[src/rtl/core/stbs_pkg.sv]
// Shared types, widths and codes for the sorted key table with binary search.
package stbs_pkg;

  localparam int CAPACITY_DEF = 16;

  localparam int KEY_W    = 32;
  localparam int PRICE_W  = 24;
  localparam int STATUS_W = 2;
  localparam int SLOT_W   = 4;
  localparam int COUNT_W  = 5;

  // operation codes
  localparam logic OP_INSERT = 1'b0;
  localparam logic OP_SEARCH = 1'b1;

  // result status codes
  localparam logic [STATUS_W-1:0] ST_INSERTED  = 2'd0;
  localparam logic [STATUS_W-1:0] ST_FULL      = 2'd1;
  localparam logic [STATUS_W-1:0] ST_FOUND     = 2'd2;
  localparam logic [STATUS_W-1:0] ST_NOT_FOUND = 2'd3;

  typedef struct packed {
    logic                      operation;
    logic signed [KEY_W-1:0]   key;
    logic        [PRICE_W-1:0] price;
  } req_t;

  typedef struct packed {
    logic        [STATUS_W-1:0] status;
    logic        [SLOT_W-1:0]   found_slot;
    logic signed [KEY_W-1:0]    found_key;
    logic        [PRICE_W-1:0]  found_price;
    logic        [COUNT_W-1:0]  entry_count;
  } res_t;

endpackage

[src/rtl/core/sorted_table_binary_search_top.sv]
// Top level of the sorted key table with binary search and its stream ports.
//
// Usage: each item on the slave stream either inserts a (key, price) entry or
// searches for a key. s_axis_tuser carries the operation (0 insert,
// 1 search); s_axis_tdata carries key then price. Every item yields exactly
// one result on the master stream: m_axis_tuser is the status (inserted,
// full, found, not found), m_axis_tdata carries slot, key, price and the
// entry count after the item.
// Sequencing: one item is worked at a time by a sequencer around a single
// memory read port and one signed key comparator. An insert on a full table
// is refused and one on an empty table writes slot 0 directly; otherwise it
// walks down from the top entry, moving each entry with a larger key up one
// slot, then writes the new one. A search probes the middle of the remaining
// range until a hit or an empty range. The next item can be taken once the
// result has entered the output register.
// Reset: rst (synchronous) empties the table and drops any pending result;
// the table memory itself is not cleared, only the fill count.
// Stall: a result waits in the output register while m_axis_tready is low;
// the next item may be taken and worked meanwhile, and its result is held in
// the sequencer until the output register frees up.
module sorted_table_binary_search_top #(
  parameter int CAPACITY = stbs_pkg::CAPACITY_DEF
) (
  input  logic        clk,
  input  logic        rst,
  input  logic        s_axis_tvalid,
  output logic        s_axis_tready,
  input  logic [55:0] s_axis_tdata,  // key[31:0], price[55:32]
  input  logic        s_axis_tuser,  // operation[0]
  output logic        m_axis_tvalid,
  input  logic        m_axis_tready,
  output logic [71:0] m_axis_tdata,  // found_slot[3:0], found_key[35:4],
                                     // found_price[59:36], entry_count[64:60]
  output logic [1:0]  m_axis_tuser   // status[1:0]
);
  import stbs_pkg::*;

  req_t req;
  res_t res;
  logic res_valid;
  logic res_ready;
  res_t out_q;

  // Unpack the slave item.
  assign req.operation = s_axis_tuser;
  assign req.key       = s_axis_tdata[KEY_W-1:0];
  assign req.price     = s_axis_tdata[KEY_W+PRICE_W-1:KEY_W];

  stbs_engine #(
    .CAPACITY (CAPACITY)
  ) u_engine (
    .clk       (clk),
    .rst       (rst),
    .req_valid (s_axis_tvalid),
    .req_ready (s_axis_tready),
    .req       (req),
    .res_valid (res_valid),
    .res_ready (res_ready),
    .res       (res)
  );

  // Output register: load when empty or being drained this cycle.
  assign res_ready = !m_axis_tvalid || m_axis_tready;

  always_ff @(posedge clk) begin
    if (rst) begin
      m_axis_tvalid <= 1'b0;
    end else if (res_valid && res_ready) begin
      m_axis_tvalid <= 1'b1;
    end else if (m_axis_tready) begin
      m_axis_tvalid <= 1'b0;
    end
  end

  // Hold payload until taken.
  always_ff @(posedge clk) begin
    if (res_valid && res_ready) begin
      out_q <= res;
    end
  end

  assign m_axis_tuser = out_q.status;
  assign m_axis_tdata = {7'b0, out_q.entry_count, out_q.found_price,
                         out_q.found_key, out_q.found_slot};

endmodule

[src/rtl/core/stbs_engine.sv]
// Table memory, shared key comparator and the insert/search sequencer.
module stbs_engine #(
  parameter int CAPACITY = stbs_pkg::CAPACITY_DEF
) (
  input  logic          clk,
  input  logic          rst,
  input  logic          req_valid,
  output logic          req_ready,
  input  stbs_pkg::req_t req,
  output logic          res_valid,
  input  logic          res_ready,
  output stbs_pkg::res_t res
);
  import stbs_pkg::*;

  localparam int IW = (CAPACITY > 1) ? $clog2(CAPACITY) : 1;
  localparam int CW = $clog2(CAPACITY + 1);
  localparam int EW = KEY_W + PRICE_W;

  localparam logic [2:0] S_IDLE      = 3'd0;
  localparam logic [2:0] S_INS_CMP   = 3'd1;
  localparam logic [2:0] S_INS_PUT   = 3'd2;
  localparam logic [2:0] S_SRCH_ADDR = 3'd3;
  localparam logic [2:0] S_SRCH_CMP  = 3'd4;
  localparam logic [2:0] S_DONE      = 3'd5;

  logic [EW-1:0] mem [CAPACITY];
  logic [EW-1:0] rd_data;
  logic [IW-1:0] rd_addr;
  logic          wr_en;
  logic [IW-1:0] wr_addr;
  logic [EW-1:0] wr_data;

  logic [2:0]               state;
  logic [CW-1:0]            count;
  logic [CW-1:0]            pos;
  logic signed [KEY_W-1:0]  op_key;
  logic [PRICE_W-1:0]       op_price;
  logic signed [CW:0]       low;
  logic signed [CW:0]       high;
  logic signed [CW:0]       mid;
  logic [STATUS_W-1:0]      res_status;
  logic [IW-1:0]            res_slot;
  logic signed [KEY_W-1:0]  res_key;
  logic [PRICE_W-1:0]       res_price;

  logic [CW-1:0]            cnt_m1;
  logic [CW-1:0]            pos_m1;
  logic [CW-1:0]            pos_m2;
  logic signed [CW+1:0]     mid_sum;
  logic signed [CW:0]       mid_calc;
  logic signed [KEY_W-1:0]  rd_key;
  logic                     key_lt;
  logic                     key_eq;
  logic                     key_gt;
  logic                     accept;
  logic [IW+SLOT_W-1:0]     slot_ext;
  logic [CW+COUNT_W-1:0]    count_ext;

  // Table storage: one write port, one registered read port.
  always_ff @(posedge clk) begin
    if (wr_en) begin
      mem[wr_addr] <= wr_data;
    end
    rd_data <= mem[rd_addr];
  end

  // Shared comparator: stored key against the operand key.
  assign rd_key = rd_data[KEY_W-1:0];
  assign key_lt = rd_key < op_key;
  assign key_eq = rd_key == op_key;
  assign key_gt = !key_lt && !key_eq;

  assign cnt_m1   = count - CW'(1);
  assign pos_m1   = pos - CW'(1);
  assign pos_m2   = pos - CW'(2);
  assign mid_sum  = {low[CW], low} + {high[CW], high};
  assign mid_calc = mid_sum[CW+1:1];

  assign req_ready = (state == S_IDLE);
  assign accept    = req_valid && req_ready;

  always_comb begin
    unique case (state)
      S_IDLE:    rd_addr = cnt_m1[IW-1:0];
      S_INS_CMP: rd_addr = pos_m2[IW-1:0];
      default:   rd_addr = mid_calc[IW-1:0];
    endcase
  end

  always_comb begin
    wr_en   = 1'b0;
    wr_addr = pos[IW-1:0];
    wr_data = {op_price, op_key};
    unique case (state)
      S_IDLE: begin
        if (accept && req.operation == OP_INSERT && count == '0) begin
          wr_en   = 1'b1;
          wr_addr = '0;
          wr_data = {req.price, req.key};
        end
      end
      S_INS_CMP: begin
        wr_en = 1'b1;
        if (key_gt) begin
          wr_data = rd_data;
        end
      end
      S_INS_PUT: begin
        wr_en = 1'b1;
      end
      default: begin
        wr_en = 1'b0;
      end
    endcase
  end

  always_ff @(posedge clk) begin
    if (rst) begin
      state <= S_IDLE;
      count <= '0;
    end else begin
      unique case (state)
        S_IDLE: begin
          if (accept) begin
            op_key    <= req.key;
            op_price  <= req.price;
            res_slot  <= '0;
            res_key   <= '0;
            res_price <= '0;
            if (req.operation == OP_INSERT) begin
              if (count == CW'(CAPACITY)) begin
                res_status <= ST_FULL;
                state      <= S_DONE;
              end else if (count == '0) begin
                res_status <= ST_INSERTED;
                count      <= count + CW'(1);
                state      <= S_DONE;
              end else begin
                res_status <= ST_INSERTED;
                pos        <= count;
                state      <= S_INS_CMP;
              end
            end else begin
              res_status <= ST_NOT_FOUND;
              low        <= '0;
              high       <= $signed({1'b0, count}) - (CW+1)'(1);
              state      <= S_SRCH_ADDR;
            end
          end
        end
        S_INS_CMP: begin
          if (key_gt) begin
            pos   <= pos_m1;
            state <= (pos_m1 == '0) ? S_INS_PUT : S_INS_CMP;
          end else begin
            count <= count + CW'(1);
            state <= S_DONE;
          end
        end
        S_INS_PUT: begin
          count <= count + CW'(1);
          state <= S_DONE;
        end
        S_SRCH_ADDR: begin
          if (low <= high) begin
            mid   <= mid_calc;
            state <= S_SRCH_CMP;
          end else begin
            state <= S_DONE;
          end
        end
        S_SRCH_CMP: begin
          if (key_eq) begin
            res_status <= ST_FOUND;
            res_slot   <= mid[IW-1:0];
            res_key    <= rd_key;
            res_price  <= rd_data[EW-1:KEY_W];
            state      <= S_DONE;
          end else if (key_lt) begin
            low   <= mid + (CW+1)'(1);
            state <= S_SRCH_ADDR;
          end else begin
            high  <= mid - (CW+1)'(1);
            state <= S_SRCH_ADDR;
          end
        end
        S_DONE: begin
          if (res_ready) begin
            state <= S_IDLE;
          end
        end
        default: begin
          state <= S_IDLE;
        end
      endcase
    end
  end

  assign slot_ext  = {{SLOT_W{1'b0}}, res_slot};
  assign count_ext = {{COUNT_W{1'b0}}, count};

  assign res_valid       = (state == S_DONE);
  assign res.status      = res_status;
  assign res.found_slot  = slot_ext[SLOT_W-1:0];
  assign res.found_key   = res_key;
  assign res.found_price = res_price;
  assign res.entry_count = count_ext[COUNT_W-1:0];

`ifndef ASSERT_OFF
  a_count_bound: assert property (@(posedge clk) disable iff (rst)
    count <= CW'(CAPACITY))
    else $error("entry count above capacity");

  a_count_step: assert property (@(posedge clk) disable iff (rst)
    (!$past(rst) && count != $past(count)) |-> (count == $past(count) + CW'(1)))
    else $error("entry count moved by other than one");

  a_found_slot: assert property (@(posedge clk) disable iff (rst)
    (res_valid && res_status == ST_FOUND) |-> (CW'(res_slot) < count))
    else $error("hit slot outside stored entries");

  a_insert_count: assert property (@(posedge clk) disable iff (rst)
    (res_valid && res_status == ST_INSERTED) |-> (count != '0))
    else $error("insert reported with empty table");
`endif

endmodule

[config.mk]
export PLATFORM = sky130hd
export DESIGN_NAME = sorted_table_binary_search_top
export DESIGN_NICKNAME = d
export VERILOG_FILES = /design/src/rtl/core/stbs_pkg.sv /design/src/rtl/core/sorted_table_binary_search_top.sv /design/src/rtl/core/stbs_engine.sv
export SDC_FILE = /design/constraint.sdc
export NUM_CORES = 2
export LEC_CHECK = 0
export BUFFER_PORTS_ARGS = -buffer_cell sky130_fd_sc_hd__buf_4
export CORE_MARGIN = 1.5
export CORE_UTILIZATION = 47
export CTS_CLUSTER_DIAMETER = 120
export DETAILED_ROUTE_END_ITERATION = 16
export GPL_TIMING_DRIVEN = 0
export REMOVE_ABC_BUFFERS = 1
export SETUP_SLACK_MARGIN = 0.15
export SLEW_MARGIN = 40
export SYNTH_ARGS = -nofsm -noshare
export SYNTH_HDL_FRONTEND = slang
export SYNTH_SLANG_ARGS = --single-unit
[constraint.sdc]
create_clock -name clk -period 6.9 [get_ports clk]
set_clock_uncertainty 0.05 [all_clocks]
set_input_delay 0.69 -clock clk [delete_from_list [all_inputs] [get_ports clk]]
set_output_delay 0.69 -clock clk [all_outputs]
set_load 0.02 [all_outputs]
==> flow_summary.yaml <==
routing:
  drc_errors: 0
  drtIter0Drc: 3114
  vias: 29183
  routed_via_density: 5.719
  drt-total-wl_um: 122000
  wl_per_cell_um: 23.91
  first_pass_iters: 6
  postRouteAntennaNets: 0
synthesis:
  yosysSeqAreaShare_pct: 73.94
  synthTopCellsByArea: "edfxtp_1 71%, nand2_1 7.7%, a311oi_1 3.2%, dfxtp_1 2.8%, nand3_1 2.5%"
  netlist_instances: 3492
  syn-cell-area_um2: 46590
  synth_edf_count: 1104
  ys_ff_latch: 1169
  avgSynthCellArea_um2: 13.34
  yosysWarnings: 0
  ys_types: 56
  synthFlopType: "edfxtp_1"
  async_reset_ff_share_pct: 0
  yosysTopAreaCell: "edfxtp_1"
  synth_top_cell_area_share_pct: 71.15
clock_tree:
  cts_sinks: 1169
  cts_inserted_buffers: 117
  cts_resized: 0
  ctsHoldBuffers: 0
  cts_setup_buffers: 0
  tritoncts: "built"
  h-tree-depth: 3
  cts.path.max_buffers: 3
  path_clk_slew_ns: 0.06
  clk_latency_ns: 0.69
  cts-root-buf: "clkbuf_16"
hold_path:
  hold_path_class: "in -> reg"
  hold_path_depth: 1
  whs_endpoint: "u_engine.op_price[15]"
  min-delay-start: "s_axis_tdata[47]"
timing:
  setup_viol: 0
  finalMaxSlewViolations: 0
  fmax_mhz: 230.2
  hold_viol: 0
  slew_headroom_pct: 45.49
  rsz0062_at_grt: "false"
  layout_worst_path_cycle_share_pct: 62.95
  tightestPinTransition_ns: 0.8163
  post-route-min-period_ns: 4.343
  tns_ns: 0
pwr:
  irDropWorstVdd_uv: 685.0
  netSwitchingFraction_pct: 38.21
  pwr-share-seq_pct: 34.6
  power_density_nw_per_um2: 519.6
  finalPower_uw: 29300
  power.internal_uw: 18110
  power.static_leakage_uw: 0.02024
  combPwrFrac_pct: 42.9
  clkPwrFrac_pct: 22.5
  switching_power_uw: 11200
placed_design:
  portBuffers: 129
  routabilityCongestion: 0.7757
  hpwl_um: 79700
  dp_cells: 4882
global_route:
  overflow: 0
  grt_pass1_wl_um: 181500
  grt_max_degree: 81
  track_usage_pct: 23.92
  grt_pass1_vias: 28023
  antenna_found_initial: 5
run_status:
  run_status: "complete, no violations"
worst_setup_path:
  rr_endpoint: "u_engine.res_price[3]"
  reg2reg_depth: 14
  r2r_slack_ns: 2.56
  worstSetupPathType: "reg -> reg"
  cp-end-kind: "flip-flop"
  r2r-start: "u_engine.op_key[22]"
  worstPathRequired_ns: 7.26
  cp_max_fo: 8
  cp-start-kind: "flip-flop"
  critPathArrivalTime_ns: 4.70
cells_and_area:
  synthToLayoutAreaGrowth_pct: 21.05
  final_cell_mix: "1104 x edfxtp_1, 958 x nand2_1, 235 x nand3_1, 172 x and3_1, 168 x a311oi_1"
  final_common_cell: "edfxtp_1"
  stdcell_count: 5103
  final_nets: 3828
  fill_cells: 7543
  drive_gt1_share_pct: 15.62
floorplan:
  dieArea_um2: 101000
  io_pins: 137
  row_count: 115
  core_um2: 98280
  die_h_um: 317.9
  initial_core_util_pct: 47.41
  die_w_um: 317.9
run:
  drv_cap: 0
==> critical path, cell delays in order, from the launching register on <==
cell and delay (ns):
edfxtp_1 0.36, inv_1 0.05, ha_1 0.31, nand4_1 0.32, nor4_1 0.51, nand4_1 0.43, inv_1 0.23, mux2i_1 0.11
nor3_2 0.50, buf_4 0.27, buf_4 0.18, buf_4 0.16, buf_4 0.18, buf_2 0.22, buf_4 0.18
==> state kept, by name (all words and copies together), names as in the netlist, 6 cells and up <==
| register | count |
|---|---|
| u_engine.op_price | 24 |
| u_engine.high | 6 |
| m_axis_tdata | 65 |
| u_engine.res_price | 24 |
| u_engine.low | 6 |
| u_engine.mem | 896 |
| u_engine.op_key | 32 |
| u_engine.rd_data | 56 |
| u_engine.res_key | 32 |
| u_engine.mid | 6 |
==> stage by stage <==
step / worst slack [ns] / hold WS [ns] / instance area, µm² / util (%)
after floorplan: -11.73 / 0.3503 / 45510 / -
after global placement: -27.07 / 0.3550 / 48090 / 48.93
after detailed placement: 2.535 / 0.3545 / 52410 / 53.33
after CTS: 2.494 / 0.08527 / 56400 / 57.39
after global routing: 2.229 / 0.1048 / 56400 / 57.39
final: 2.557 / 0.1309 / 56400 / 57.39
==> power groups by stage <==
stage	Clock [µW]	Sequential, µW	Combinational [µW]
after CTS	6670	10100	12600
after global placement	0	10500	7830
after detailed placement	0	10300	12500
final	6580	10100	12600
after floorplan	0	10200	6670
after global routing	6960	10200	13700
==> layer usage <==
metal	up-vias	global-route usage [%]	share of wire (%)
li1	13331	-	-
met1	14545	33.91	43
met2	1105	37.98	47
met3	200	3.713	7.1
met4	2	7.799	2.8
met5	-	0	0.0098
==> cell usage after synthesis, drive strengths merged, types with 7 or more instances <==
library cell and count:
a311oi 168, xor2 12, a21oi 97, ha 52, edfxtp 1104, nor2 71, nand4 7, mux2i 44
buf 122, xnor2 8, o21ai 51, mux2 7, dfxtp 65, nand3 235, a221o 16, a21o 9
a31oi 58, and3 173, nand2b 7, inv 51, nor3 12, nand2 958, and2 18, clkbuf 116
==> worst max-delay path by stage <==
stage | slack (ns) | from | to | depth (start not counted)
floorplan | -11.73 | u_engine.state[2] | u_engine.rd_data[0] | 7
CTS | 2.49 | u_engine.op_key[22] | u_engine.res_price[5] | 14
finish | 2.56 | u_engine.op_key[22] | u_engine.res_price[3] | 14
global route | 2.23 | u_engine.op_key[23] | u_engine.res_price[3] | 14
global placement | -27.07 | u_engine.state[2] | u_engine.rd_data[9] | 6
detailed placement | 2.53 | u_engine.op_key[22] | u_engine.res_price[11] | 14
==> kinds of logic (layout without fill, tap and decap cells) <==
family	count (synthesis)	after routing	share of synthesized area, %
DFF	1169	1169	73.94
and+or+nand+nor	1499	1499	14.09
adders and majority gates	53	53	1.439
AOI/OAI and AO/OA	410	410	6.243
buffers and inverters	289	606	2.785
other	1	8	0.008048
muxes	51	51	1.114
xor gates and xnor gates	20	20	0.3760
==> area by class of cell <==
class	count	area (µm²)	share of cell area, %
multi-input cells	2040	11260	19.96
clock inverters	69	810.8	1.438
repair buffers	335	4893	8.676
inverters	51	191.4	0.3394
clock buffers	151	3178	5.635
well taps	1287	1610	2.855
flip-flops and latches	1169	34460	61.09
diodes	1	2.502	0.004437
Power figures use the tool's default switching activity.
